### src/hw/rtl/msf_ram.sv
// Generic single-port RAM with registered read data.
module msf_ram #(
  parameter int unsigned Width = 8,
  parameter int unsigned Depth = 256
) (
  input  logic                     clk_i,
  input  logic                     we_i,
  input  logic                     re_i,
  input  logic [$clog2(Depth)-1:0] addr_i,
  input  logic [Width-1:0]         wdata_i,
  output logic [Width-1:0]         rdata_o
);

  logic [Width-1:0] mem [Depth];
  logic [Width-1:0] rdata_q;

  always_ff @(posedge clk_i) begin
    if (we_i) begin
      mem[addr_i] <= wdata_i;
    end
    if (re_i) begin
      rdata_q <= mem[addr_i];
    end
  end

  assign rdata_o = rdata_q;

endmodule

### config.mk
export PLATFORM = sky130hd
export DESIGN_NAME = msf_ram
export DESIGN_NICKNAME = d
export VERILOG_FILES = /design/src/hw/rtl/msf_ram.sv
export SDC_FILE = /design/constraint.sdc
export NUM_CORES = 2
export LEC_CHECK = 0
export BUFFER_PORTS_ARGS = -buffer_cell sky130_fd_sc_hd__buf_2
export CAP_MARGIN = 25
export CORE_MARGIN = 1
export CORE_UTILIZATION = 50
export DETAILED_ROUTE_END_ITERATION = 16
export GPL_TIMING_DRIVEN = 0
export PLACE_DENSITY = 0.65
export SYNTH_ARGS = -nofsm -noshare
export SYNTH_HDL_FRONTEND = slang
export SYNTH_SLANG_ARGS = --single-unit
export TNS_END_PERCENT = 100
### constraint.sdc
create_clock -name clk_i -period 6.3 [get_ports clk_i]
set_clock_uncertainty 0.2 [all_clocks]
set_input_delay 1.26 -clock clk_i [delete_from_list [all_inputs] [get_ports clk_i]]
set_output_delay 1.26 -clock clk_i [all_outputs]
set_load 0.1 [all_outputs]
# Word-level counts from Yosys, hierarchy flattened
# Memories as Yosys holds them, arrays and structs flattened. A register that Yosys moved wholly into a read port is not among the register bits.
# Index checks and enable logic that the tools add are counted.
[totals]
regBits = 0
ramBits = 2048
inputBits = 19
out_inout_bits = 8
wordCells = 3
mem_count = 1
[classes]
mux = 2
[mem_list]
columns = ["name", "words", "width", "read_ports", "rd_ports_with_merged_regs", "write_ports", "line", "source"]
rows = [
  ["mem", 256, 8, 1, 1, 1, "14", "logic [Width-1:0] mem [Depth];"],
]
[ops]
columns = ["operator", "n"]
rows = [
  ["2-to-1 mux 1 bit", 2],
]

# Depth between registers and ports, before layout
[depth]
ltp_word = 2
ltp_mapped = 10

# Worst setup path after synthesis
# OpenSTA, ideal clock, no wires.
[synth_timing]
path_type = "input to register"
startpoint = "input port addr_i[1]"
endpoint = "memory mem[111][0], enable pin"
setup_time_ns = 0.370
arrival_time_ns = 3.109
t_required_ns = 5.730
slack_ns = 2.621
path_stages = 9
path_buffers = 5
path_cell_list = "buf_2 clkbuf_1 clkbuf_1 nand2_1 buf_2 nor2_1 nand2_1 clkbuf_1 nor2_1"
[synth_rtl]
columns = ["item", "line", "source"]
rows = [
  ["from (decl)", "9", "input logic [$clog2(Depth)-1:0] addr_i,"],
  ["to (decl)", "14", ""],
]
# No word-level cell before the write port.

# Worst setup path after layout
[layout_timing]
startpoint = "input port addr_i[3]"
endpoint = "memory mem[255][0], enable pin"
# No word-level cell before the write port.

==> metrics.txt <==
CP most frequent cell clkbuf_1; area grow syn2layout 12.1%; pwr dens between 300 and 400 mW/mm2; Syn. warnings 0; Critical Path RT 6.55 ns; Power Total between 20 and 30 mW; residual DRC count 0; CTS-repair resized insts 0; Hold Crit Class input pin to flop; Seq cells post-synth around 2.1k; first-pass GRT wire length ~290 mm; Tcrit/Tclk final 91.7%; CTS tree done; Slew @ Worst Pin 1.20 ns; largest net degree at the start of global routing 169; row count approximately 150; Hold-fix buffers, CTS 0; Clock Latency Late Sink about 0.85 ns; CP cell instances clkbuf_1 -> and2_1 -> buf_2 -> clkbuf_1 -> clkbuf_1 -> nand2_1 -> clkbuf_2 -> nor2_1; initial antenna violation count 15; total global-route track usage around a quarter; CTS max path bufs 3; Clk pin slew, worst setup/hold paths about 0.060 ns; Setup CP Type input pin to flop; Worst Slack Setup Final 0.524 ns; IO buf count 22; Async SR Flop Fraction 0%; grt ovf 0; fmax between 0.15 and 0.2 GHz; worst-path cell with the longest stage delay nor2_1; root buf cell clkbuf_16; leading cell type in the layout, fill and taps excluded edfxtp_1; DR WL/cell between 30 and 40 um; Worst Path Buf+Inv 5; core area between 0.15 and 0.2 mm2; Post-Place Cells about 5.7k; Synth top area share 78.6%; DRT antenna net count 0; Via density about 6.4; Max-Cap Viols 0; Gate Count Post-Synth ~3.5k; Die X approximately 400 um; Post-Layout Cell Count slightly above 6k; Lkg Pwr approximately 27 nW; drt initial violations 5310; fraction of layout cells with a size suffix above 1 around a quarter; top cells by area, synth edfxtp_1 (79%), mux4_2 (15%), a22oi_1 (2.4%), nor2_1 (1.1%), a21oi_1 (0.82%); vias in the first global route ~39k; worst-path fanout max 10; post-synthesis area per instance approximately 22 um2; H-Tree Level Count 4; CTS Sinks ~2.1k; DPL Wire Length around 130 mm; capturing element type of the critical path flop; Layout Nets about 3.8k; worst setup slack after placement -0.0958 ns; Die Ht between 300 and 400 um; io pins 27; CP Launch Type input pin; Mapped Area about 0.079 mm2; Peak VDD IR 0.285 mV; Syn Nets 3566; final hold vios 0; final setup fails 0; outcome finished, final reports clean; filler instances approximately 11k; Post-synth EDFFs around 2.1k; post-layout min period 5.78 ns; cell family with most CP delay buffers and inverters; max-slew violation count 0; via count just under 40k; Synth Flop Type edfxtp_1; RSZ-0062 raised after global routing false; RePlAce Congestion between 0.9 and 1; r2r setup slk roughly 2.5 ns; drt total wl 205 mm; post-synthesis sequential area ratio between 70 and 80%; crit-path max cell delay about 0.96 ns; CTS buffer count about 200; most frequent cells in the layout edfxtp_1 (2056), mux4_2 (512), a22oi_1 (256); Final Util 56.5%; Data arrival, critical path a little over 6 ns; Slew HR 19.3%; Synth area leader edfxtp_1; Post-CTS Setup Bufs 0; Yosys cell types 21; die area approximately 0.16 mm2; Detailed Routing Iterations Pass 1 7; Initial Utilization roughly half
## area by class of cell
class	count	area (um2)	share of cell area [%]
flip-flops and latches	2056	61700	70.1
multi-input cells	1258	15800	17.9
clock buffers	249	5230	5.94
well taps	2058	2570	2.92
plain buffers	232	1120	1.27
clock inverters	112	1010	1.15
repair buffers	64	679	0.771
diodes	3	7.51	0.00852
inverters	1	3.75	0.00426
## where the power goes
part | switching [mW] | internal, mW | leakage, nW
clock network | 5.08 | 6.46 | 3.05
registers | 0.0106 | 15.1 | 18.5
logic | 0.962 | 0.438 | 5.11
total | 6.05 | 22.0 | 26.6
## registers in the layout (all words and copies together), names as in the netlist
name and cells:
mem 2048, rdata_o 8
## per-stage QoR
step	TNS, ns	instance area [um2]	hold WS, ns
global route	0	88100	0.524
detailed placement	-1.02	81900	0.884
finish	0	88100	0.536
CTS	0	88100	0.498
floorplan	0	78600	0.696
global placement	-139.65	81300	0.867
## worst paths after layout
| check | start | endpoint | depth (start not counted) |
|---|---|---|---|
| worst max-delay path | addr_i[3] | mem[255][0] | 8 |
| worst min-delay path | wdata_i[5] | mem[190][5] | 1 |
| worst max register to register | mem[183][6] | rdata_o[6] | 5 |
| worst min register to register | mem[6][7] | rdata_o[7] | 5 |
## worst reg2reg max path: stages (launching register included)
cell and delay, ns:
edfxtp_1 0.37, mux4_2 0.50, a22oi_1 0.28, a21oi_1 0.27, o41ai_1 1.09, nand4_1 0.63
## synthesized netlist by cell type, types with 8 or more instances
| cell | instances |
|---|---|
| nand3_1 | 13 |
| nor3_1 | 30 |
| buf_2 | 36 |
| buf_4 | 16 |
| mux4_2 | 512 |
| nand4_1 | 8 |
| nand2_1 | 28 |
| buf_6 | 16 |
| nor2_1 | 232 |
| o41ai_1 | 32 |
| a22oi_1 | 256 |
| clkbuf_1 | 145 |
| edfxtp_1 | 2056 |
| buf_1 | 19 |
| a21oi_1 | 128 |
## per-layer routing
| metal | vias to the layer above | wire length [um] | global-route usage [%] |
|---|---|---|---|
| met1 | 20500 | 77900 | 35.6 |
| met4 | 16 | 7960 | 10.0 |
| li1 | 15600 | - | - |
| met2 | 2166 | 97000 | 40.4 |
| met3 | 414 | 22100 | 7.20 |
| met5 | - | 98 | 0 |
## logic make-up (layout without fill, tap and decap cells)
| logic type | count (synthesis) | after routing | share of synthesized area [%] |
|---|---|---|---|
| flops | 2056 | 2056 | 78.6 |
| mux | 512 | 512 | 14.7 |
| compound gates | 416 | 416 | 3.62 |
| simple gates | 330 | 330 | 1.73 |
| buf+inv | 233 | 658 | 1.40 |
| other cells | 0 | 3 | 0 |
Power figures use the tool's default switching activity.
