$ cat src/hw/rtl/msf_pkg.sv
// Shared constants, codes and types of the microphone sample feed.
package msf_pkg;

  localparam int unsigned CAPTURE_DEPTH = 4096;
  localparam int unsigned SAMPLE_DEPTH  = 32768;

  localparam int unsigned CAP_AW        = $clog2(CAPTURE_DEPTH);
  localparam int unsigned CAP_RAM_DEPTH = 2 ** (CAP_AW + 1);
  localparam int unsigned RP_W          = CAP_AW + 1;
  localparam int unsigned SAMPLE_AW     = $clog2(SAMPLE_DEPTH);

  localparam int unsigned ADDR_W    = 15;
  localparam int unsigned LEN_W     = 16;
  localparam int unsigned BTN_W     = LEN_W + 1;
  localparam int unsigned NOISE_LEN = 32;
  localparam int unsigned NOISE_AW  = $clog2(NOISE_LEN);

  localparam int unsigned S_TDATA_W = 32;
  localparam int unsigned S_TUSER_W = 2;
  localparam int unsigned M_TDATA_W = 16;
  localparam int unsigned CFG_IDX_W = 2;
  localparam int unsigned CFG_DAT_W = LEN_W;

  localparam logic [7:0] SILENCE = 8'h80;

  localparam logic [7:0] NOISE_TABLE [NOISE_LEN] = '{
    8'hFC, 8'hFF, 8'hFF, 8'hFF, 8'hFF, 8'hFF, 8'hFF, 8'hFF,
    8'hFF, 8'hF5, 8'hFF, 8'hFF, 8'hFF, 8'hFF, 8'h8E, 8'hFF,
    8'hF4, 8'hE1, 8'hBF, 8'h9A, 8'h71, 8'h58, 8'h5B, 8'h5F,
    8'h62, 8'hC2, 8'h25, 8'h05, 8'h01, 8'h01, 8'h01, 8'h01
  };

  typedef enum logic [1:0] {
    CMD_READ    = 2'd0,
    CMD_CAPTURE = 2'd1,
    CMD_LOAD    = 2'd2
  } cmd_e;

  typedef enum logic [1:0] {
    MODE_PHYS  = 2'd0,
    MODE_TABLE = 2'd1,
    MODE_PRNG  = 2'd2
  } mode_e;

  typedef enum logic [CFG_IDX_W-1:0] {
    REG_MODE   = 2'd0,
    REG_LOADED = 2'd1,
    REG_LENGTH = 2'd2
  } reg_e;

  typedef enum logic [1:0] {
    SRC_CONST   = 2'd0,
    SRC_CAPTURE = 2'd1,
    SRC_STORE   = 2'd2
  } src_e;

  typedef struct packed {
    logic       valid;
    src_e       sel;
    logic [7:0] src_byte;
    logic       phase;
  } issue_t;

endpackage

$ cat src/hw/rtl/msf_ctrl.sv
// Front stage: configuration, pointers, button position, LFSR and memory requests.
module msf_ctrl (
  input  logic                            clk_i,
  input  logic                            rst_ni,
  input  logic                            cfg_valid_i,
  input  logic [msf_pkg::CFG_IDX_W-1:0]   cfg_index_i,
  input  logic [msf_pkg::CFG_DAT_W-1:0]   cfg_data_i,
  input  logic                            accept_i,
  input  logic [1:0]                      cmd_i,
  input  logic [msf_pkg::ADDR_W-1:0]      sample_address_i,
  input  logic                            button_pressed_i,
  input  logic                            movie_active_i,
  output logic                            cap_we_o,
  output logic                            cap_re_o,
  output logic [msf_pkg::CAP_AW:0]        cap_addr_o,
  output logic                            sto_we_o,
  output logic                            sto_re_o,
  output logic [msf_pkg::SAMPLE_AW-1:0]   sto_addr_o,
  output msf_pkg::issue_t                 issue_o
);
  import msf_pkg::*;

  localparam logic [31:0] SampleDepthW = 32'(SAMPLE_DEPTH);

  logic [1:0]        mode_q;
  logic              loaded_q;
  logic [LEN_W-1:0]  length_q;

  logic [RP_W-1:0]   read_pos_q, read_pos_d;
  logic              play_bank_q, play_bank_d;
  logic              write_bank_q, write_bank_d;
  logic [CAP_AW-1:0] cap_idx_q, cap_idx_d;
  logic [1:0]        bank_full_q, bank_full_d;
  logic [BTN_W-1:0]  btn_pos_q, btn_pos_d;
  logic [7:0]        lfsr_q, lfsr_d;

  logic [CAP_AW-1:0] play_idx;
  logic              cap_hit;
  logic [BTN_W:0]    btn_inc;
  logic [LEN_W-1:0]  len_eff;
  logic [BTN_W:0]    limit_store;
  logic [BTN_W:0]    limit_noise;
  logic [BTN_W-1:0]  btn_store_next;
  logic [BTN_W-1:0]  btn_noise_next;
  logic [BTN_W-2:0]  sto_idx;
  logic              sto_in_range;
  logic [7:0]        lfsr_seed;
  logic [7:0]        lfsr_new;

  always_ff @(posedge clk_i or negedge rst_ni) begin
    if (!rst_ni) begin
      mode_q   <= MODE_PHYS;
      loaded_q <= 1'b0;
      length_q <= LEN_W'(1);
    end else if (cfg_valid_i) begin
      case (reg_e'(cfg_index_i))
        REG_MODE:   mode_q   <= cfg_data_i[1:0];
        REG_LOADED: loaded_q <= cfg_data_i[0];
        REG_LENGTH: length_q <= cfg_data_i;
        default: ;
      endcase
    end
  end

  assign play_idx = read_pos_q[RP_W-1:1];
  assign cap_hit  = bank_full_q[play_bank_q] ||
                    ((write_bank_q == play_bank_q) && (play_idx < cap_idx_q));

  assign btn_inc        = {1'b0, btn_pos_q} + (BTN_W+1)'(1);
  assign len_eff        = (length_q == '0) ? LEN_W'(1) : length_q;
  assign limit_store    = {1'b0, len_eff, 1'b0};
  assign limit_noise    = (BTN_W+1)'(2 * NOISE_LEN);
  assign btn_store_next = (btn_inc >= limit_store) ? '0 : btn_inc[BTN_W-1:0];
  assign btn_noise_next = (btn_inc >= limit_noise) ? '0 : btn_inc[BTN_W-1:0];

  assign sto_idx      = btn_pos_q[BTN_W-1:1];
  assign sto_in_range = 32'(sto_idx) < SampleDepthW;

  assign lfsr_seed = (lfsr_q == '0) ? 8'h01 : lfsr_q;
  assign lfsr_new  = {lfsr_seed[6:0], lfsr_seed[7] ^ lfsr_seed[5] ^ lfsr_seed[4] ^ lfsr_seed[3]};

  always_comb begin
    read_pos_d   = read_pos_q;
    play_bank_d  = play_bank_q;
    write_bank_d = write_bank_q;
    cap_idx_d    = cap_idx_q;
    bank_full_d  = bank_full_q;
    btn_pos_d    = btn_pos_q;
    lfsr_d       = lfsr_q;
    cap_we_o     = 1'b0;
    cap_re_o     = 1'b0;
    cap_addr_o   = {write_bank_q, cap_idx_q};
    sto_we_o     = 1'b0;
    sto_re_o     = 1'b0;
    sto_addr_o   = SAMPLE_AW'(sample_address_i);
    issue_o      = '{valid: 1'b0, sel: SRC_CONST, src_byte: SILENCE, phase: read_pos_q[0]};
    if (accept_i) begin
      case (cmd_e'(cmd_i))
        CMD_CAPTURE: begin
          cap_we_o = 1'b1;
          if (cap_idx_q == CAP_AW'(CAPTURE_DEPTH - 1)) begin
            cap_idx_d                 = '0;
            write_bank_d              = ~write_bank_q;
            bank_full_d[write_bank_q] = 1'b1;
          end else begin
            cap_idx_d = cap_idx_q + CAP_AW'(1);
          end
        end
        CMD_LOAD: begin
          sto_we_o = 32'(sample_address_i) < SampleDepthW;
        end
        CMD_READ: begin
          issue_o.valid = 1'b1;
          if (mode_q == MODE_PHYS) begin
            if (!movie_active_i && cap_hit) begin
              cap_re_o    = 1'b1;
              cap_addr_o  = {play_bank_q, play_idx};
              issue_o.sel = SRC_CAPTURE;
            end
          end else if (button_pressed_i) begin
            if (loaded_q) begin
              btn_pos_d = btn_store_next;
              if (sto_in_range) begin
                sto_re_o    = 1'b1;
                sto_addr_o  = SAMPLE_AW'(sto_idx);
                issue_o.sel = SRC_STORE;
              end
            end else begin
              btn_pos_d = btn_noise_next;
              if (mode_q == MODE_TABLE) begin
                issue_o.src_byte = NOISE_TABLE[btn_pos_q[NOISE_AW:1]];
              end else begin
                lfsr_d           = lfsr_new;
                issue_o.src_byte = lfsr_new;
              end
            end
          end else begin
            btn_pos_d = '0;
          end
          if (read_pos_q == RP_W'(2 * CAPTURE_DEPTH - 1)) begin
            read_pos_d  = '0;
            play_bank_d = ~play_bank_q;
          end else begin
            read_pos_d = read_pos_q + RP_W'(1);
          end
        end
        default: ;
      endcase
    end
  end

  always_ff @(posedge clk_i or negedge rst_ni) begin
    if (!rst_ni) begin
      read_pos_q   <= '0;
      play_bank_q  <= 1'b1;
      write_bank_q <= 1'b0;
      cap_idx_q    <= '0;
      bank_full_q  <= '0;
      btn_pos_q    <= '0;
      lfsr_q       <= 8'h01;
    end else begin
      read_pos_q   <= read_pos_d;
      play_bank_q  <= play_bank_d;
      write_bank_q <= write_bank_d;
      cap_idx_q    <= cap_idx_d;
      bank_full_q  <= bank_full_d;
      btn_pos_q    <= btn_pos_d;
      lfsr_q       <= lfsr_d;
    end
  end

endmodule

$ cat config.mk
export PLATFORM = sky130hd
export DESIGN_NAME = msf_ctrl
export DESIGN_NICKNAME = d
export VERILOG_FILES = /design/src/hw/rtl/msf_pkg.sv /design/src/hw/rtl/msf_ctrl.sv
export SDC_FILE = /design/constraint.sdc
export NUM_CORES = 1
export LEC_CHECK = 0
export BUFFER_PORTS_ARGS = -buffer_cell sky130_fd_sc_hd__clkbuf_2
export CORE_MARGIN = 4
export CORE_UTILIZATION = 39
export DETAILED_ROUTE_END_ITERATION = 10
export GPL_ROUTABILITY_DRIVEN = 0
export SKIP_LAST_GASP = 1
export SLEW_MARGIN = 15
export SYNTH_ARGS = -nofsm -noshare
export SYNTH_HDL_FRONTEND = slang
export SYNTH_SLANG_ARGS = --single-unit
$ cat constraint.sdc
create_clock -name clk_i -period 3.2 [get_ports clk_i]
set_input_delay 0.16 -clock clk_i [delete_from_list [all_inputs] [get_ports clk_i]]
set_output_delay 0.16 -clock clk_i [all_outputs]
set_load 0.005 [all_outputs]
# [Word-level counts from Yosys, hierarchy flattened]
# Memories as Yosys holds them, arrays and structs flattened.
# Index checks and enable logic that the tools add are counted.
[totals] latchBits=0 elab_cells=107 ram_bits=0 mem_count=1 out_inout_bits=44 inputBits=41 mem_bits_ro=256 regBits=73
[op_classes] div=0 shifts=0 mul=0 muxes=48 addsub=3 eq_ne=8 order_cmp=8 reduce_logical=19 n_bitwise=10
[mem_list] name="(name not given)" depth=32 word_bits=8 read_ports=1 rd_ports_with_merged_regs=0 write_ports=0 line_no="msf_ctrl.sv:131" text="issue_o.src_byte = NOISE_TABLE[btn_pos_q[NOISE_AW:1]];"
[op_table] cell="$mux W15" n=6
[op_table] cell="$mux W17" n=4
[op_table] cell="$mux W13" n=5
[op_table] cell="$mux W8" n=6
[op_table] cell="$mux W11" n=2
[op_table] cell="$add A17 B1 Y18 const B" n=1
[op_table] cell="$ge A18 B17 Y1" n=1
[op_table] cell="$ge A18 B7 Y1 const B" n=1
[op_table] cell="$mux W1" n=18
[op_table] cell="$logic_not A16 Y1" n=1
[op_table] cell="$lt A16 B16 Y1 const B" n=1
[op_table] cell="$mux W16" n=1
[op_table] cell="$add A13 B1 Y13 const B" n=1
[op_table] cell="$eq A13 B13 Y1 const B" n=1
[op_table] cell="$add A12 B1 Y12 const B" n=1
[op_table] cell="$eq A12 B12 Y1 const B" n=1
[op_table] cell="$lt A12 B12 Y1" n=1
[op_table] cell="$mux W12" n=1
[op_table] cell="$mux W10" n=1
[op_table] cell="$reduce_and A2 Y1" n=5
[op_table] cell="$reduce_and A3 Y1" n=3
[op_table] cell="$logic_not A8 Y1" n=1
[op_table] cell="$eq A2 B1 Y1 const B" n=3
[op_table] cell="$ge A6 B6 Y1 const B" n=1
[op_table] cell="other kinds (15)" n=29

# [Longest topological paths before layout]
[depth] depth_word=11 depth_mapped=14 ltp_nobuf=13

# [Worst setup path before layout]
# No wires, ideal clock.
[synth_path] kind="register to register" from="register btn_pos_q[1]" to="register btn_pos_q[2]" path_slack_ns=-0.027 path_buffers=1 period_less_slack_ns=3.227 stages_incl_launch_ff=15 setup_time_ns=0.101 arrival_ns=3.126 required_time_ns=3.099 cell_sequence="dfrtp_1 ha_1 and4_1 buf_4 and3_1 nand3_1 xnor2_1 ha_1 a21oi_1 a21oi_1 a211oi_1 o221ai_1 nor4b_4 o21ai_4 o311ai_2"
[synth_between] elab_chain_cells=5 word_cells_on_any_way=7 cone_classes="1 x add/sub; 2 x order compare; 4 x mux"
[synth_rtl] element="start: declaration" line_no="msf_ctrl.sv:34" text="logic [BTN_W-1:0] btn_pos_q, btn_pos_d;"
[synth_rtl] element="start signal: assignment" line_no="msf_ctrl.sv:167" text="btn_pos_q <= btn_pos_d;"
[synth_rtl] element="$add A17 B1 Y18 *" line_no="msf_ctrl.sv:69" text="assign btn_inc = {1'b0, btn_pos_q} + (BTN_W+1)'(1);"
[synth_rtl] element="$ge A18 B7 Y1 / $ge A18 B17 Y1 (equally long branches)" line_no="msf_ctrl.sv:74, msf_ctrl.sv:73"
[synth_rtl] element="$mux W17, on equally long branches" line_no="msf_ctrl.sv:74, msf_ctrl.sv:73"
[synth_rtl] element="$mux W17 *" line_no="msf_ctrl.sv:121" text="if (loaded_q) begin"
[synth_rtl] element="$mux W17 *" line_no="msf_ctrl.sv:120" text="end else if (button_pressed_i) begin"
# Mark *: on every way between the ends. The rest lies on a longest branch, timed or not.
# A chain may end at the register's enable or synchronous reset.

# [Worst setup path in the final report]
[layout_path] from="register btn_pos_q[1]" to="register btn_pos_q[0]"
# Same word-level chain as after synthesis.

==> reports/qor.csv <==
metric,value,unit
Post-Syn Area per Cell,8.81,um^2
most frequent cell after synthesis,nand2_1,
first-pass GRT wire length,21600,um
number of enable flip-flop cells after synthesis,0,
Critical Path RT,3410,ps
PwrDens,466,nW/um^2
post-route ant nets,0,
Ys Warns,0,
crit-path max FO,6,
Flop pwr share,0.403,
hold slack,53.6,ps
fin crit share,0.977,
vias in the first global route,4392,
DP Wirelength,9900,um
startpoint types,register,
post-synth top area cell,dfrtp_1,
via count,4570,
die height,123,um
CP Cell Sequence,ha_4 > and4_4 > and3_4 > nand3_1 > xnor2_1 > ha_1 > nand4_1 > nor2_1 > nand2_1 > o221ai_2 > nor4b_4 > buf_6 > o21ai_2 > o21ai_0,
commonest cells in the synthesized netlist,"96 x nand2_1, 70 x dfrtp_1, 43 x inv_1",
WHS Endpoint,length_q[7]$_DFFE_PN0P_,
Worst Setup SP,btn_pos_q[1]$_DFFE_PN0P_,
final WL,13200,um
Clock Latency Late Sink,340,ps
row count,41,
Final Net Count,772,
maxcap violations,0,
# H-tree levels,3,
Setup Viol. Count Final,0,
CP Capture Type,register,
DP Cell Count,848,
post-DR wirelength/cell,15.2,um
CP Data Arrival Time,3340,ps
post-DR vias/cell,5.24,
Ant. Diodes,0,
clock skew,6.73,ps
min-delay src,cfg_data_i[7],
crit path kind,reg -> reg,
status,completed,
Post-Layout Cell Count,872,
total CTS buffers,9,
Synth Flop Type,dfrtp_1,
"Hold Vio Cnt, Final",0,
max-slew violations,0,
VDD IR-drop max,0.255,mV
"slowest stage delay, CP",410,ps
placed standard-cell area,5940,um^2
cell-internal power,2.02,mW
Synth Register Bits,73,
switching pwr,1.00,mW
Pre-Repair DR Iteration Count,5,
RSZ-0062 raised after global routing,yes,
area of the multi-input gates,3250,um^2
grt total ovfl,0,
Area Overhead vs Synth,24.7,%
initial DRC count,275,
"Seq/Total Area, Yosys",0.352,
Worst-Margin Slew,819,ps
initial antenna violation count,0,
Buf/Inv on CP,1,
die width,123,um
cell area after synthesis,5200,um^2
switching share of power,0.332,
full die area,15200,um^2
min cycle time layout,3130,ps
Sink Count,73,
Leak,3.12,nW
"top cells by area, synth","dfrtp_1 34%, ha_1 8.7%, mux2_2 8.4%",
storage element area,1830,um^2
post-route cell area,6480,um^2
layout cells sized above 1,0.317,
Post-synth ARST share,1.00,
gr usage total,0.178,
combinational power share,0.288,
syn_nets,667,
clock share of power,0.309,
reg2reg start,btn_pos_q[1]$_DFFE_PN0P_,
CTS tree,yes,
drt drc,0,
Synth cell types,58,
Layout fillers,1237,
core area,12800,um^2
Synth Instances,590,
Clock Path Buffers,2,
slew margin rel.,0.454,
CP max stage cell,dfrtp_2,
clk root buf,clkbuf_16,
Crit path max-delay family,simple AND/OR/NAND/NOR gates,
Worst R2R Path Depth,14,
top-area cell type share of the netlist area,0.337,
Initial Util,0.405,
Ports,85,
"CTS clk-pin slew, worst paths",60,ps
highest clock rate,320,MHz
largest net degree at the start of global routing,42,
PortBufs,84,
hold depth,2,
Hold WC Path Type,in -> reg,
reg2reg end,btn_pos_q[0]$_DFFE_PN0P_,
flop2flop setup slack,70,ps
[layout by cell type, fill, tap and decap left out, types with 5 or more instances in the layout]
master and instances:
a21oi_1 25, and3_1 6, buf_4 35, clkbuf_16 9, clkbuf_2 83, dfrtp_1 69, ha_1 32, inv_1 42
mux2_2 39, nand2_1 96, nand3_1 24, nand4_1 16, nor2_1 30, nor3_1 17, o21ai_0 26, o21ai_1 6
xnor2_1 25, xnor2_2 5, xor2_1 8
[flip-flops by register name (all words and copies together), names as in the netlist]
signal,count
loaded_q,1
write_bank_q,1
bank_full_q,2
read_pos_q,13
mode_q,2
cap_idx_q,12
length_q,16
play_bank_q,1
btn_pos_q,17
lfsr_q,8
[how the worst max path moves through the flow]
| stage | end | slack [ps] | cells past startpoint |
|---|---|---|---|
| after floorplan | btn_pos_q[2]$_DFFE_PN0P_ | 2 | 14 |
| after global placement | btn_pos_q[2]$_DFFE_PN0P_ | 0.6 | 14 |
| after detailed placement | btn_pos_q[2]$_DFFE_PN0P_ | -160 | 13 |
| after CTS | btn_pos_q[2]$_DFFE_PN0P_ | 2 | 14 |
| after global routing | btn_pos_q[11]$_DFFE_PN0P_ | -80 | 15 |
| final | btn_pos_q[0]$_DFFE_PN0P_ | 70 | 14 |
[cell type report]
| type | instances | share of cell area |
|---|---|---|
| well taps | 172 | 0.0332 |
| inverters | 43 | 0.0249 |
| flip-flops and latches | 73 | 0.283 |
| multi-input cells | 444 | 0.502 |
| repair buffers | 124 | 0.115 |
| clock buffers | 12 | 0.0380 |
| clock inverters | 4 | 0.00444 |
[through the flow]
step | TNS, ps | utilization | worst slack, ps | total power, mW
6_report | 0 | 0.506 | 72.9 | 3.02
5_1_grt | -681 | 0.506 | -77.9 | 3.22
4_1_cts | 0 | 0.494 | 1.74 | 3.01
3_5_place_dp | -1370 | 0.464 | -162 | 2.03
3_3_place_gp | 0 | 0.464 | 0.616 | 2.00
2_1_floorplan | 0 | - | 1.91 | 1.73
[power by group through the flow]
stage               Sequential (mW)  Clock [mW]  Combinational [mW]
finish                         1.22       0.934               0.869
global route                   1.24       0.995               0.982
CTS                            1.22       0.955               0.837
detailed placement             1.23           0               0.799
global placement               1.22           0               0.780
floorplan                      1.19           0               0.539
[routing by layer]
layer / track usage / vias to the layer above / share of wire
met5: 0 / - / 0
li1: - / 2275 / -
met1: 0.257 / 2137 / 0.49
met4: 0.0512 / 0 / 0.012
met2: 0.265 / 143 / 0.43
met3: 0.0416 / 15 / 0.066
[worst reg2reg max path, stage by stage, from the launching register on]
cell      delay, ps
dfrtp_2         410
ha_4            150
and4_4          250
and3_4          200
nand3_1         140
xnor2_1         180
ha_1            340
nand4_1         200
nor2_1          140
nand2_1          80
o221ai_2        240
nor4b_4          70
buf_6           150
o21ai_2         290
o21ai_0         140
[cell families (layout without fill, tap and decap cells)]
group | Yosys count | in the layout | synth area share
buffers and inverters | 74 | 183 | 0.0631
xor gates and xnor gates | 40 | 40 | 0.0674
adders and majority gates | 36 | 36 | 0.0866
and+or+nand+nor | 231 | 231 | 0.224
muxes | 42 | 42 | 0.0903
DFF | 73 | 73 | 0.352
AOI/OAI and AO/OA | 94 | 95 | 0.116
[what timing repair did]
action                     CTS  global route
cloned                       1             0
pin swaps                    6            15
setup endpoints to repair   17            18
gates resized for setup     14            23
hold buffers                 1             0
buffers inserted             3             3
hold endpoints to repair    31             0
(Power assumes the default switching activity.)
