`src/hw/rtl/msf_pkg.sv`:
```
// Shared constants, codes and types of the microphone sample feed.
package msf_pkg;

  localparam int unsigned CAPTURE_DEPTH = 4096;
  localparam int unsigned SAMPLE_DEPTH  = 32768;

  localparam int unsigned CAP_AW        = $clog2(CAPTURE_DEPTH);
  localparam int unsigned CAP_RAM_DEPTH = 2 ** (CAP_AW + 1);
  localparam int unsigned RP_W          = CAP_AW + 1;
  localparam int unsigned SAMPLE_AW     = $clog2(SAMPLE_DEPTH);

  localparam int unsigned ADDR_W    = 15;
  localparam int unsigned LEN_W     = 16;
  localparam int unsigned BTN_W     = LEN_W + 1;
  localparam int unsigned NOISE_LEN = 32;
  localparam int unsigned NOISE_AW  = $clog2(NOISE_LEN);

  localparam int unsigned S_TDATA_W = 32;
  localparam int unsigned S_TUSER_W = 2;
  localparam int unsigned M_TDATA_W = 16;
  localparam int unsigned CFG_IDX_W = 2;
  localparam int unsigned CFG_DAT_W = LEN_W;

  localparam logic [7:0] SILENCE = 8'h80;

  localparam logic [7:0] NOISE_TABLE [NOISE_LEN] = '{
    8'hFC, 8'hFF, 8'hFF, 8'hFF, 8'hFF, 8'hFF, 8'hFF, 8'hFF,
    8'hFF, 8'hF5, 8'hFF, 8'hFF, 8'hFF, 8'hFF, 8'h8E, 8'hFF,
    8'hF4, 8'hE1, 8'hBF, 8'h9A, 8'h71, 8'h58, 8'h5B, 8'h5F,
    8'h62, 8'hC2, 8'h25, 8'h05, 8'h01, 8'h01, 8'h01, 8'h01
  };

  typedef enum logic [1:0] {
    CMD_READ    = 2'd0,
    CMD_CAPTURE = 2'd1,
    CMD_LOAD    = 2'd2
  } cmd_e;

  typedef enum logic [1:0] {
    MODE_PHYS  = 2'd0,
    MODE_TABLE = 2'd1,
    MODE_PRNG  = 2'd2
  } mode_e;

  typedef enum logic [CFG_IDX_W-1:0] {
    REG_MODE   = 2'd0,
    REG_LOADED = 2'd1,
    REG_LENGTH = 2'd2
  } reg_e;

  typedef enum logic [1:0] {
    SRC_CONST   = 2'd0,
    SRC_CAPTURE = 2'd1,
    SRC_STORE   = 2'd2
  } src_e;

  typedef struct packed {
    logic       valid;
    src_e       sel;
    logic [7:0] src_byte;
    logic       phase;
  } issue_t;

endpackage

```
`src/hw/rtl/msf_out.sv`:
```
// Back stage: memory data select, byte split and output register.
module msf_out (
  input  logic                          clk_i,
  input  logic                          rst_ni,
  input  msf_pkg::issue_t               issue_i,
  input  logic [7:0]                    cap_rdata_i,
  input  logic [7:0]                    sto_rdata_i,
  output logic                          take_o,
  output logic                          m_axis_tvalid_o,
  input  logic                          m_axis_tready_i,
  output logic [msf_pkg::M_TDATA_W-1:0] m_axis_tdata_o
);
  import msf_pkg::*;

  logic                 s1_valid_q;
  issue_t               s1_q;
  logic                 out_valid_q;
  logic [M_TDATA_W-1:0] out_data_q;
  logic                 adv;
  logic [7:0]           src;
  logic [7:0]           ret;

  assign adv    = !out_valid_q || m_axis_tready_i;
  assign take_o = !s1_valid_q || adv;

  always_comb begin
    case (s1_q.sel)
      SRC_CAPTURE: src = cap_rdata_i;
      SRC_STORE:   src = sto_rdata_i;
      default:     src = s1_q.src_byte;
    endcase
    ret = s1_q.phase ? {src[0], 7'b0} : {1'b0, src[7:1]};
  end

  always_ff @(posedge clk_i or negedge rst_ni) begin
    if (!rst_ni) begin
      s1_valid_q  <= 1'b0;
      out_valid_q <= 1'b0;
    end else begin
      if (take_o) begin
        s1_valid_q <= issue_i.valid;
      end
      if (adv) begin
        out_valid_q <= s1_valid_q;
      end
    end
  end

  always_ff @(posedge clk_i) begin
    if (take_o) begin
      s1_q <= issue_i;
    end
    if (adv && s1_valid_q) begin
      out_data_q <= {src, ret};
    end
  end

  assign m_axis_tvalid_o = out_valid_q;
  assign m_axis_tdata_o  = out_data_q;

endmodule
```
`config.mk`:
```
export PLATFORM = sky130hd
export DESIGN_NAME = msf_out
export DESIGN_NICKNAME = d
export VERILOG_FILES = /design/src/hw/rtl/msf_pkg.sv /design/src/hw/rtl/msf_out.sv
export SDC_FILE = /design/constraint.sdc
export NUM_CORES = 1
export LEC_CHECK = 0
export ABC_CLOCK_PERIOD_IN_PS = 2000
export BUFFER_PORTS_ARGS = -buffer_cell sky130_fd_sc_hd__buf_4
export CAP_MARGIN = 10
export CORE_ASPECT_RATIO = 0.5
export CORE_MARGIN = 2
export CORE_UTILIZATION = 45
export CTS_CLUSTER_SIZE = 25
export DETAILED_ROUTE_END_ITERATION = 16
export PLACE_DENSITY = 0.88
export SLEW_MARGIN = 10
export SYNTH_ARGS = -nofsm -noshare
export SYNTH_HDL_FRONTEND = slang
export SYNTH_SLANG_ARGS = --single-unit
```
`constraint.sdc`:
```
create_clock -name clk_i -period 2 [get_ports clk_i]
set_input_delay 0.4 -clock clk_i [delete_from_list [all_inputs] [get_ports clk_i]]
set_output_delay 0.4 -clock clk_i [all_outputs]
set_load 0.02 [all_outputs]
```
# Word-level counts from Yosys, hierarchy flattened
# Cells that the tools add are included.
[word_totals]
register_bits = 29
latchBits = 0
ram_bits = 0
romBits = 0
input_bits = 31
memories = 0
[op_classes]
add_sub_neg = 0
multipliers = 0
div = 0
magnitude_cmp = 0
eq_ne = 2
shifts = 0
n_mux = 1
n_bitwise = 0
n_reduce_logical = 5
[ops]
columns = ["op", "count"]
rows = [
  ["$pmux W8 S2", 1],
  ["$eq A2 B1 Y1 const B", 1],
  ["$eq A2 B2 Y1 const B", 1],
  ["$logic_not A1 Y1", 2],
  ["$logic_or A1 B1 Y1", 2],
  ["$logic_and A1 B1 Y1", 1],
]

# Depth between registers and ports, before layout
# Gate-level depths: netlist of the first run.
[logic_depth]
depth_word = 3
depth_mapped = 5
mapped_depth_nobuf = 4

# Least setup slack after synthesis of the first run
# Ideal clock, no wire load.
[synth_path]
path_kind = "register to register"
from = "register s1_q[9] (netlist bit)"
to = "register out_data_q[10], in the netlist m_axis_tdata_o[10], data pin"
arrival_ns = 1.175
path_slack_ns = 0.562
stages_incl_launch_ff = 6
path_buffers = 1
period_less_slack_ns = 1.438
path_cell_list = "edfxtp_1 -> inv_1 -> ha_1 -> buf_4 -> a221oi_2 -> nor2_1"
[synth_between]
elab_chain_len = 2
[synth_rtl]
columns = ["item", "line", "source"]
rows = [
  ["start, declared", "msf_out.sv:16", "issue_t s1_q;"],
  ["start signal, assigned", "msf_out.sv:51", "s1_q <= issue_i;"],
  ["$eq A2 B2 Y1 or $eq A2 B1 Y1 (tied branches)", "msf_out.sv:27", "case (s1_q.sel)"],
  ["$pmux W8 S2 *", "msf_out.sv:27", ""],
  ["net src[2]", "msf_out.sv:20", "logic [7:0] src;"],
  ["end signal, assigned", "msf_out.sv:54", "out_data_q <= {src, ret};"],
  ["end, declared", "msf_out.sv:18", "logic [M_TDATA_W-1:0] out_data_q;"],
]
# Mark *: on every way through the listed nets, which the timed path passes. The rest lies on a longest branch.
# A chain may end at the register's enable or synchronous reset.

# Worst setup path after layout of the first run
[layout_path]
from = "register s1_q[9] (netlist bit)"
to = "register out_data_q[5], in the netlist m_axis_tdata_o[5], data pin"
[layout_between]
elab_chain_len = 2
[layout_rtl]
columns = ["item", "line"]
rows = [
  ["$eq A2 B2 Y1 or $eq A2 B1 Y1 (tied branches)", "msf_out.sv:27"],
  ["$pmux W8 S2 *", "msf_out.sv:27"],
]
# Mark *: on every way between the ends. The rest lies on a longest branch, timed or not.

==> qor.csv, run 1 <==
metric;value;unit
synth unique cells;19;
Layout area overhead;40.4;%
Worst setup EP type;register;
number of synthesized register bits;29;
Root Driver;clkbuf_8;
synthesized area per cell;15.8;um^2
DRC violation count after routing;0;
Post-Synth XOR/XNOR Area;0;%
vias in the first global route;698;
core area;0.00255;mm^2
outcome;completed;
DRT antenna net count;0;
CTS tree;built;
Nets;161;
mux cell area share after synthesis;0;%
largest net degree at the start of global routing;17;
Ant. Diodes;0;
post-synthesis sequential area ratio;72.5;%
RSZ-0062 raised after global routing;false;
final setup TNS;0;ns
Max-cap violations;0;
CP Max Fanout;16;
Post-Synth Simple-Gate Area;14.3;%
busiest grt layer;met2;
Final Skew;0.00552;ns
Mapped Area;0.00119;mm^2
crit path DAT;1.66;ns
final wirelength;2.14;mm
Slew @ Worst Pin;0.675;ns
met1 usage;14.4;%
M2 GR Usage;27.4;%
Leakage Power;0.691;nW
Remaining Overflow, GRT;0;
share of post-route cells with drive strength above 1;47.7;%
Tot GR Track Use;13.9;%
Syn Inst Count;75;
placed wire-length estimate;1.49;mm
fin util;65.3;%
Sequential Area;861;um^2
adder-cell share of the synthesized area;2.11;%
Initial Utilization;46.5;%
vias after detailed routing;769;
Max Freq;0.603;GHz
Power Dens Cells;904;mW/mm^2
Ports;49;
Clock Sinks;29;
Synthesized Nets;108;
CTS H-tree lvls;2;
Port Buf Inserts;48;
Synth warnings;0;
Hold WC Path Type;input port to register;
drt via density;4.66;
clock-pin slew on the worst setup and hold paths;0.06;ns
clk_lat worst skew;0.27;ns
worst hold margin;0.301;ns
Synth Area in Compound Gates;8.64;%
total CTS buffers;5;
Cell Count, Final, Fillers Out;165;
fin. max-slew vios;0;
M3 GR Usage;5.41;%
Worst slew margin;55.0;%
Final Hold Violating Endpoints;0;
fin crit period;1.66;ns
Longest Clk Path Bufs;2;
die width;76.6;um
VDD IR max;0.357;mV
Final period util;82.9;%
Fillers;196;
setup violators final;0;
initial antenna violation count;0;
DR iter-0 viols;46;
per-cell routed wire length;12.9;um
drt first pass iters;4;
Critical Path RT;2.00;ns
die extent in y;40.3;um
Setup crit start kind;register;
path type of the worst setup path;register to register;
GPL Wtd Cong;0.707;
Die Area;0.00309;mm^2
dpl cells;157;
multi-input logic area;298;um^2
Std-Cell Rows;13;
largest family of logic cells by synthesized area;simple AND/OR/NAND/NOR gates;
global-route wire length before repair;2.99;mm
==> per-layer routing <==
| layer | share of wire (%) | up-vias | routed length [um] |
|---|---|---|---|
| met1 | 42 | 359 | 893 |
| met4 | 0.28 | 0 | 6 |
| li1 | - | 384 | - |
| met3 | 4.9 | 2 | 105 |
| met5 | 0 | - | 0 |
| met2 | 53 | 24 | 1130 |
==> synth_stat cells (all sizes together) <==
cell | number | area [um^2]
buf | 3 | 17.5
edfxtp | 27 | 811
and2b | 3 | 22.5
nand2b | 2 | 12.5
clkbuf | 1 | 3.75
nor3 | 7 | 50.1
ha | 2 | 25.0
nor2b | 6 | 37.5
nor2 | 8 | 30.0
a221oi | 8 | 95.1
nor3b | 1 | 7.51
and2 | 1 | 6.26
a21o | 1 | 7.51
dfrtp | 2 | 50.1
nand2 | 1 | 3.75
inv | 2 | 7.51
==> worst max-delay path, stage by stage (launching register included) <==
cell	delay [ns]
edfxtp_1	0.34
inv_1	0.05
ha_1	0.49
a221oi_1	0.40
nor3_1	0.11
==> power breakdown <==
group	total (W)	switching [W]	internal, W	leakage, nW
logic	0.000307	0.000164	0.000143	0.362
registers	0.000769	0.0000216	0.000747	0.290
clock network	0.000431	0.000197	0.000234	0.0387
==> cell usage in the layout, fill, tap and decap left out <==
cell,count
nor3_1,4
nand2b_1,2
clkbuf_1,1
ha_1,2
nor2_1,8
edfxtp_1,27
and2_1,1
dlygate4sd3_1,1
nor3_2,3
clkinv_1,1
a221oi_1,4
and2b_1,3
a21o_1,1
inv_1,2
buf_4,49
clkbuf_8,5
a221oi_2,4
nand2_1,1
nor2b_1,6
dfrtp_1,2
nor3b_1,1
==> metrics by stage <==
step	total power, W	setup WS, ns	area, um^2
after floorplan	0.000953	0.562	1190
after global placement	0.00108	0.403	1580
after detailed placement	0.00109	0.347	1580
after CTS	0.00151	0.326	1670
after global routing	0.00156	0.185	1670
final	0.00151	0.341	1670
==> registers in the layout (all words and copies together) (netlist names) <==
name	cells
m_axis_tdata_o	16
m_axis_tvalid_o	1
s1_q	11
s1_valid_q	1
==> layout make-up <==
| class | instances | area share [%] |
|---|---|---|
| Clock buffer | 6 | 4.35 |
| Clock inverter | 1 | 0.225 |
| Inverter | 2 | 0.450 |
| Multi-Input combinational cell | 40 | 17.9 |
| Sequential cell | 29 | 51.7 |
| Tap cell | 37 | 2.78 |
| Timing Repair Buffer | 50 | 22.7 |
==> timing repair <==
action | CTS | global route
resized for setup | 0 | 0
hold buffers | 1 | 0
endpoints found under the hold margin | 2 | 0
setup buffers | 0 | 0
==> path summary, 6_finish.rpt <==
check / from / to / slack, ns / cells after the start
setup reg to reg: s1_q[9]$_DFFE_PP_ / m_axis_tdata_o[5]$_SDFFCE_PP0P_ / 0.34 / 4
max in group asynchronous: rst_ni / m_axis_tvalid_o$_DFFE_PN0P_ / 1.46 / 2
hold / removal: issue_i[5] / s1_q[5]$_DFFE_PP_ / 0.30 / 1
hold reg to reg: s1_valid_q$_DFFE_PN0P_ / s1_valid_q$_DFFE_PN0P_ / 0.52 / 1
setup / recovery: s1_q[9]$_DFFE_PP_ / m_axis_tdata_o[5]$_SDFFCE_PP0P_ / 0.34 / 4
min in group asynchronous: rst_ni / s1_valid_q$_DFFE_PN0P_ / 0.45 / 2
==> logic make-up after synthesis <==
group,count (synthesis)
AND/OR/NAND/NOR,29
flip-flops,29
AO/OA/AOI/OAI,9
buffers and inverters,6
adder cells (fa/ha/maj),2
Power figures use the tool's default switching activity.
==> run 2, diff against run 1 <==
--- a/config.mk
+++ b/config.mk
@@ -5,7 +5,7 @@
 export SDC_FILE = /design/constraint.sdc
 export NUM_CORES = 1
 export LEC_CHECK = 0
-export ABC_CLOCK_PERIOD_IN_PS = 2000
+export ABC_CLOCK_PERIOD_IN_PS = 1530
 export BUFFER_PORTS_ARGS = -buffer_cell sky130_fd_sc_hd__buf_4
 export CAP_MARGIN = 10
 export CORE_ASPECT_RATIO = 0.5
==> constraint.sdc (replaced) <==
create_clock -name clk_i -period 1.53 [get_ports clk_i]
set_input_delay 0.306 -clock clk_i [delete_from_list [all_inputs] [get_ports clk_i]]
set_output_delay 0.306 -clock clk_i [all_outputs]
set_load 0.02 [all_outputs]
==> qor.csv, run 2 (same netlist as run 1, synthesis figures left out) <==
metric;value;unit;change
outcome;completed;;
Clock Sinks;29;;unchanged
Final Skew;0.00463;ns;-0.000888 ns
Tot GR Track Use;16.5;%;+2.6 points
Leakage Power;0.710;nW;+2.9%
DR iter-0 viols;50;;+8.7%
Placement Cell Area;0.00158;mm^2;unchanged
Final Hold Violating Endpoints;0;;unchanged
setup violators final;0;;unchanged
CTS tree;built;;
reg-to-reg slack, setup;0.10;ns;-0.24 ns
Max Freq;0.701;GHz;+16%
Slew @ Worst Pin;0.412;ns;-0.263 ns
path type of the worst setup path;register to register;;
Ant. Diodes;0;;unchanged
Hold WC Path Type;input port to register;;
Largest register FFs;16;;unchanged
DRT antenna net count;0;;unchanged
clock-pin slew on the worst setup and hold paths;0.06;ns;about the same
per-cell routed wire length;14.8;um;+15%
PnR Total Power;0.00207;W;+37%
CTS H-tree lvls;2;;unchanged
placed wire-length estimate;1.59;mm;+6.4%
design area;0.00172;mm^2;+3.4%
final wirelength;2.46;mm;+15%
Max-cap violations;0;;unchanged
vias after detailed routing;788;;+2.5%
core area;0.00255;mm^2;unchanged
Fillers;170;;-13%
drt via density;4.75;;+1.9%
most frequent cells in the layout;49 x buf_4, 27 x edfxtp_1, 8 x a221oi_2, 8 x nor2_1;;
Nets;161;;unchanged
Setup crit start kind;register;;
die extent in y;40.3;um;unchanged
Initial Utilization;46.5;%;unchanged
Cell Count, Final, Fillers Out;166;;+0.61%
global-route wire length before repair;3.44;mm;+15%
total CTS buffers;5;;unchanged
Power Dens Cells;1200;mW/mm^2;+33%
Longest Clk Path Bufs;2;;unchanged
DRC violation count after routing;0;;unchanged
crit path DAT;1.45;ns;-0.21 ns
Final period util;93.2;%;+10 points
dpl cells;157;;unchanged
Remaining Overflow, GRT;0;;unchanged
fin. max-slew vios;0;;unchanged
Port Buf Inserts;48;;unchanged
die width;76.6;um;unchanged
largest net degree at the start of global routing;17;;unchanged
RSZ-0062 raised after global routing;false;;
Worst slew margin;72.5;%;+18 points
Layout area overhead;45.1;%;
Root Driver;clkbuf_8;;
post-CTS setup buffer count;0;;unchanged
share of post-route cells with drive strength above 1;54.3;%;+6.6 points
VDD IR max;0.508;mV;+42%
CP Max Fanout;16;;unchanged
fin crit period;1.43;ns;-0.233 ns
Std-Cell Rows;13;;unchanged
Sequential Area;861;um^2;unchanged
GPL Wtd Cong;0.704;;-0.42%
Die Area;0.00309;mm^2;unchanged
initial antenna violation count;0;;unchanged
multi-input logic area;339;um^2;+14%
clk_lat worst skew;0.28;ns;about the same
Critical Path RT;1.56;ns;-0.44 ns
drt first pass iters;4;;unchanged
vias in the first global route;731;;+4.7%
Worst setup EP type;register;;
most common cell after layout, fill and taps aside;buf_4;;
Ports;49;;unchanged
run 2: per-stage QoR:
step	setup slack (ns)	hold WS [ns]	TNS, ns	utilization (%)
3_3_place_gp	-0.00631	0.0886	-0.0140	61.9
6_report	0.104	0.199	0	67.5
2_1_floorplan	0.0917	0.0104	0	-
4_1_cts	0.0146	0.193	0	65.9
3_5_place_dp	-0.0769	0.0948	-0.568	61.9
5_1_grt	0.0367	0.189	0	67.5
run 2: path summary, 6_finish.rpt:
path / cells after the start / to / from
max: 3 / m_axis_tdata_o[14]$_DFFE_PP_ / s1_q[10]$_DFFE_PP_
min: 1 / s1_q[8]$_DFFE_PP_ / issue_i[8]
max reg2reg: 3 / m_axis_tdata_o[14]$_DFFE_PP_ / s1_q[10]$_DFFE_PP_
min reg2reg: 1 / m_axis_tvalid_o$_DFFE_PN0P_ / s1_valid_q$_DFFE_PN0P_
max in group asynchronous: 2 / s1_valid_q$_DFFE_PN0P_ / rst_ni
min in group asynchronous: 2 / m_axis_tvalid_o$_DFFE_PN0P_ / rst_ni
run 2: cell type report:
type / count / share of cell area, %
Inverter: 2 / 0.436
Tap cell: 37 / 2.69
Clock inverter: 2 / 0.508
Clock buffer: 6 / 4.79
Timing Repair Buffer: 50 / 21.9
Sequential cell: 29 / 50.0
Multi-Input combinational cell: 40 / 19.7
run 2: what timing repair did:
action	in CTS	in global routing
endpoints found under the setup margin	16	27
gates resized for setup	1	7
hold buffers	1	0
endpoints found under the hold margin	2	0
run 2: per-layer routing:
metal,wire length (um),share of wire (%),track usage (%)
met1,1010,41,18.1
met2,1290,52,31.2
met3,119,4.8,6.08
met4,51,2.1,6.82
met5,0,0,0
run 2: critical path, cell delays in order (launching register included):
cell and delay, ns:
edfxtp_1 0.44, ha_4 0.42, nor2b_1 0.23, nor2_1 0.08
run 2: where the power goes:
group	internal, W	switching [W]	total (W)
Combinational	0.000204	0.000228	0.000433
Clock	0.000355	0.000275	0.000630
Sequential	0.000976	0.0000299	0.00101
==> run 3, diff against run 2 <==
--- a/config.mk
+++ b/config.mk
@@ -6,7 +6,7 @@
 export NUM_CORES = 1
 export LEC_CHECK = 0
 export ABC_CLOCK_PERIOD_IN_PS = 1530
-export BUFFER_PORTS_ARGS = -buffer_cell sky130_fd_sc_hd__buf_4
+export BUFFER_PORTS_ARGS = -buffer_cell sky130_fd_sc_hd__buf_2
 export CAP_MARGIN = 10
 export CORE_ASPECT_RATIO = 0.5
 export CORE_MARGIN = 2
@@ -14,7 +14,7 @@
 export CTS_CLUSTER_SIZE = 25
 export DETAILED_ROUTE_END_ITERATION = 16
 export PLACE_DENSITY = 0.88
-export SLEW_MARGIN = 10
+export RECOVER_POWER = 50
 export SYNTH_ARGS = -nofsm -noshare
 export SYNTH_HDL_FRONTEND = slang
 export SYNTH_SLANG_ARGS = --single-unit
==> qor.csv, run 3 (same netlist as run 1, synthesis figures left out) <==
metric;value;unit;change
final setup TNS;0;ns;unchanged
clock-pin slew on the worst setup and hold paths;0.06;ns;about the same
switching share of power;27.7;%;+1.9 points
internal power;0.00146;W;-4.8%
largest net degree at the start of global routing;17;;unchanged
Final Skew;0.00371;ns;-0.000923 ns
Nets;165;;+2.5%
Worst setup EP type;register;;
Critical Path RT;1.55;ns;about the same
drt via density;4.85;;+2.2%
most common cell after layout, fill and taps aside;buf_2;;
Slowest cell on crit path;edfxtp_1;;
Remaining Overflow, GRT;0;;unchanged
Clk pwr share;29.1;%;-1.3 points
Longest Clk Path Bufs;2;;unchanged
Largest register FFs;16;;unchanged
worst hold margin;0.202;ns;+0.00347 ns
Cell Count, Final, Fillers Out;170;;+2.4%
PnR Total Power;0.00202;W;-2.3%
Final period util;99.4;%;+6.1 points
Max Freq;0.658;GHz;-6.2%
Slew @ Worst Pin;0.713;ns;+0.301 ns
Tot GR Track Use;15.4;%;-1.1 points
vias in the first global route;765;;+4.7%
CP Max Fanout;6;;-10
initial antenna violation count;0;;unchanged
Ant. Diodes;0;;unchanged
Port Buf Inserts;48;;unchanged
CP peak stage delay;0.39;ns;-0.05 ns
setup violators final;0;;unchanged
die width;76.6;um;unchanged
fin crit period;1.52;ns;+0.0940 ns
dpl cells;160;;+1.9%
NetSw;0.000559;W;+4.8%
Layout area overhead;40.8;%;
path type of the worst setup path;register to register;;
Top Family by Delay on Critical Path;flip-flops;;
Die Area;0.00309;mm^2;unchanged
Ports;49;;unchanged
Clock Sinks;29;;unchanged
die extent in y;40.3;um;unchanged
GPL Wtd Cong;0.682;;-3.1%
Leakage Power;0.655;nW;-7.8%
CP Cell Sequence;inv_1 > ha_2 > buf_4 > a221oi_4 > nor2_1;;
outcome;completed;;
final wirelength;2.47;mm;+0.16%
core area;0.00255;mm^2;unchanged
DRT antenna net count;0;;unchanged
DRC violation count after routing;0;;unchanged
crit path DAT;1.54;ns;+0.09 ns
clk_lat worst skew;0.28;ns;about the same
Max-cap violations;0;;unchanged
Flop pwr share;49.7;%;+1.1 points
Std-Cell Rows;13;;unchanged
share of post-route cells with drive strength above 1;47.4;%;-6.9 points
Levels on crit path;5;;+2
CTS tree;built;;
RSZ-0062 raised after global routing;true;;
Setup crit start kind;register;;
Power Dens Cells;1210;mW/mm^2;+0.67%
global-route wire length before repair;3.31;mm;-3.6%
CTS H-tree lvls;2;;unchanged
Comb pwr share;21.3;%;+0.4 points
Hold WC Path Type;input port to register;;
drt first pass iters;4;;unchanged
vias after detailed routing;825;;+4.7%
Worst slew margin;52.5;%;-20 points
Initial Utilization;46.5;%;unchanged
per-cell routed wire length;14.5;um;-2.2%
DR iter-0 viols;65;;+30%
Root Driver;clkbuf_8;;
fin. max-slew vios;0;;unchanged
Reg2Reg Depth;5;;+2
VDD IR max;0.450;mV;-12%
total CTS buffers;5;;unchanged
placed wire-length estimate;1.59;mm;-0.10%
CP bufs+invs;2;;+2
Final Hold Violating Endpoints;0;;unchanged
Worst Hold Depth;1;;unchanged
most frequent cells in the layout;37 x buf_2, 27 x edfxtp_1, 14 x clkbuf_1, 8 x nor2_1;;
[run 3: metal layers]
metal	up-vias	track usage (%)	routed length, um
li1	396	-	-
met1	388	16.4	1010
met2	31	26.1	1240
met3	10	5.18	121
met4	0	15.0	103
met5	-	0	0
[run 3: power groups by stage]
stage / Sequential [W] / Combinational, W / Clock [W]
6_report: 0.00100 / 0.000429 / 0.000587
5_1_grt: 0.00101 / 0.000464 / 0.000629
4_1_cts: 0.00100 / 0.000373 / 0.000590
3_5_place_dp: 0.00102 / 0.000362 / 0
3_3_place_gp: 0.00102 / 0.000350 / 0
2_1_floorplan: 0.00108 / 0.000163 / 0
[run 3: final cells by class]
type	instances	area, um^2
clock buffers	6	72.6
clock inverters	2	10.0
inverters	2	7.51
multi-input cells	40	404
fillers	185	882
well taps	37	46.3
flip-flops and latches	29	861
repair buffers	54	270
[run 3: final timing paths]
| check | startpoint | to | slack [ns] |
|---|---|---|---|
| max in group asynchronous | rst_ni | m_axis_tvalid_o$_DFFE_PN0P_ | 1.06 |
| setup / recovery | s1_q[9]$_DFFE_PP_ | m_axis_tdata_o[10]$_DFFE_PP_ | 0.01 |
| hold reg to reg | s1_valid_q$_DFFE_PN0P_ | s1_valid_q$_DFFE_PN0P_ | 0.52 |
| setup reg to reg | s1_q[9]$_DFFE_PP_ | m_axis_tdata_o[10]$_DFFE_PP_ | 0.01 |
| hold / removal | issue_i[9] | s1_q[9]$_DFFE_PP_ | 0.20 |
| min in group asynchronous | rst_ni | s1_valid_q$_DFFE_PN0P_ | 0.34 |
[run 3: stage by stage]
step,area (um^2),util [%],worst slack (ns)
after floorplan,1190,-,0.0917
after global placement,1480,58.1,0.0753
after detailed placement,1480,58.1,-0.0335
after CTS,1590,62.2,-0.000672
after global routing,1670,65.5,-0.0625
final,1670,65.5,0.00986
[run 3: repair_timing]
action	in CTS	in global routing
gates resized for setup	2	14
hold buffers	1	0
buffers inserted	0	1
endpoints found under the hold margin	2	0
pin swaps	0	3
setup endpoints to repair	3	14
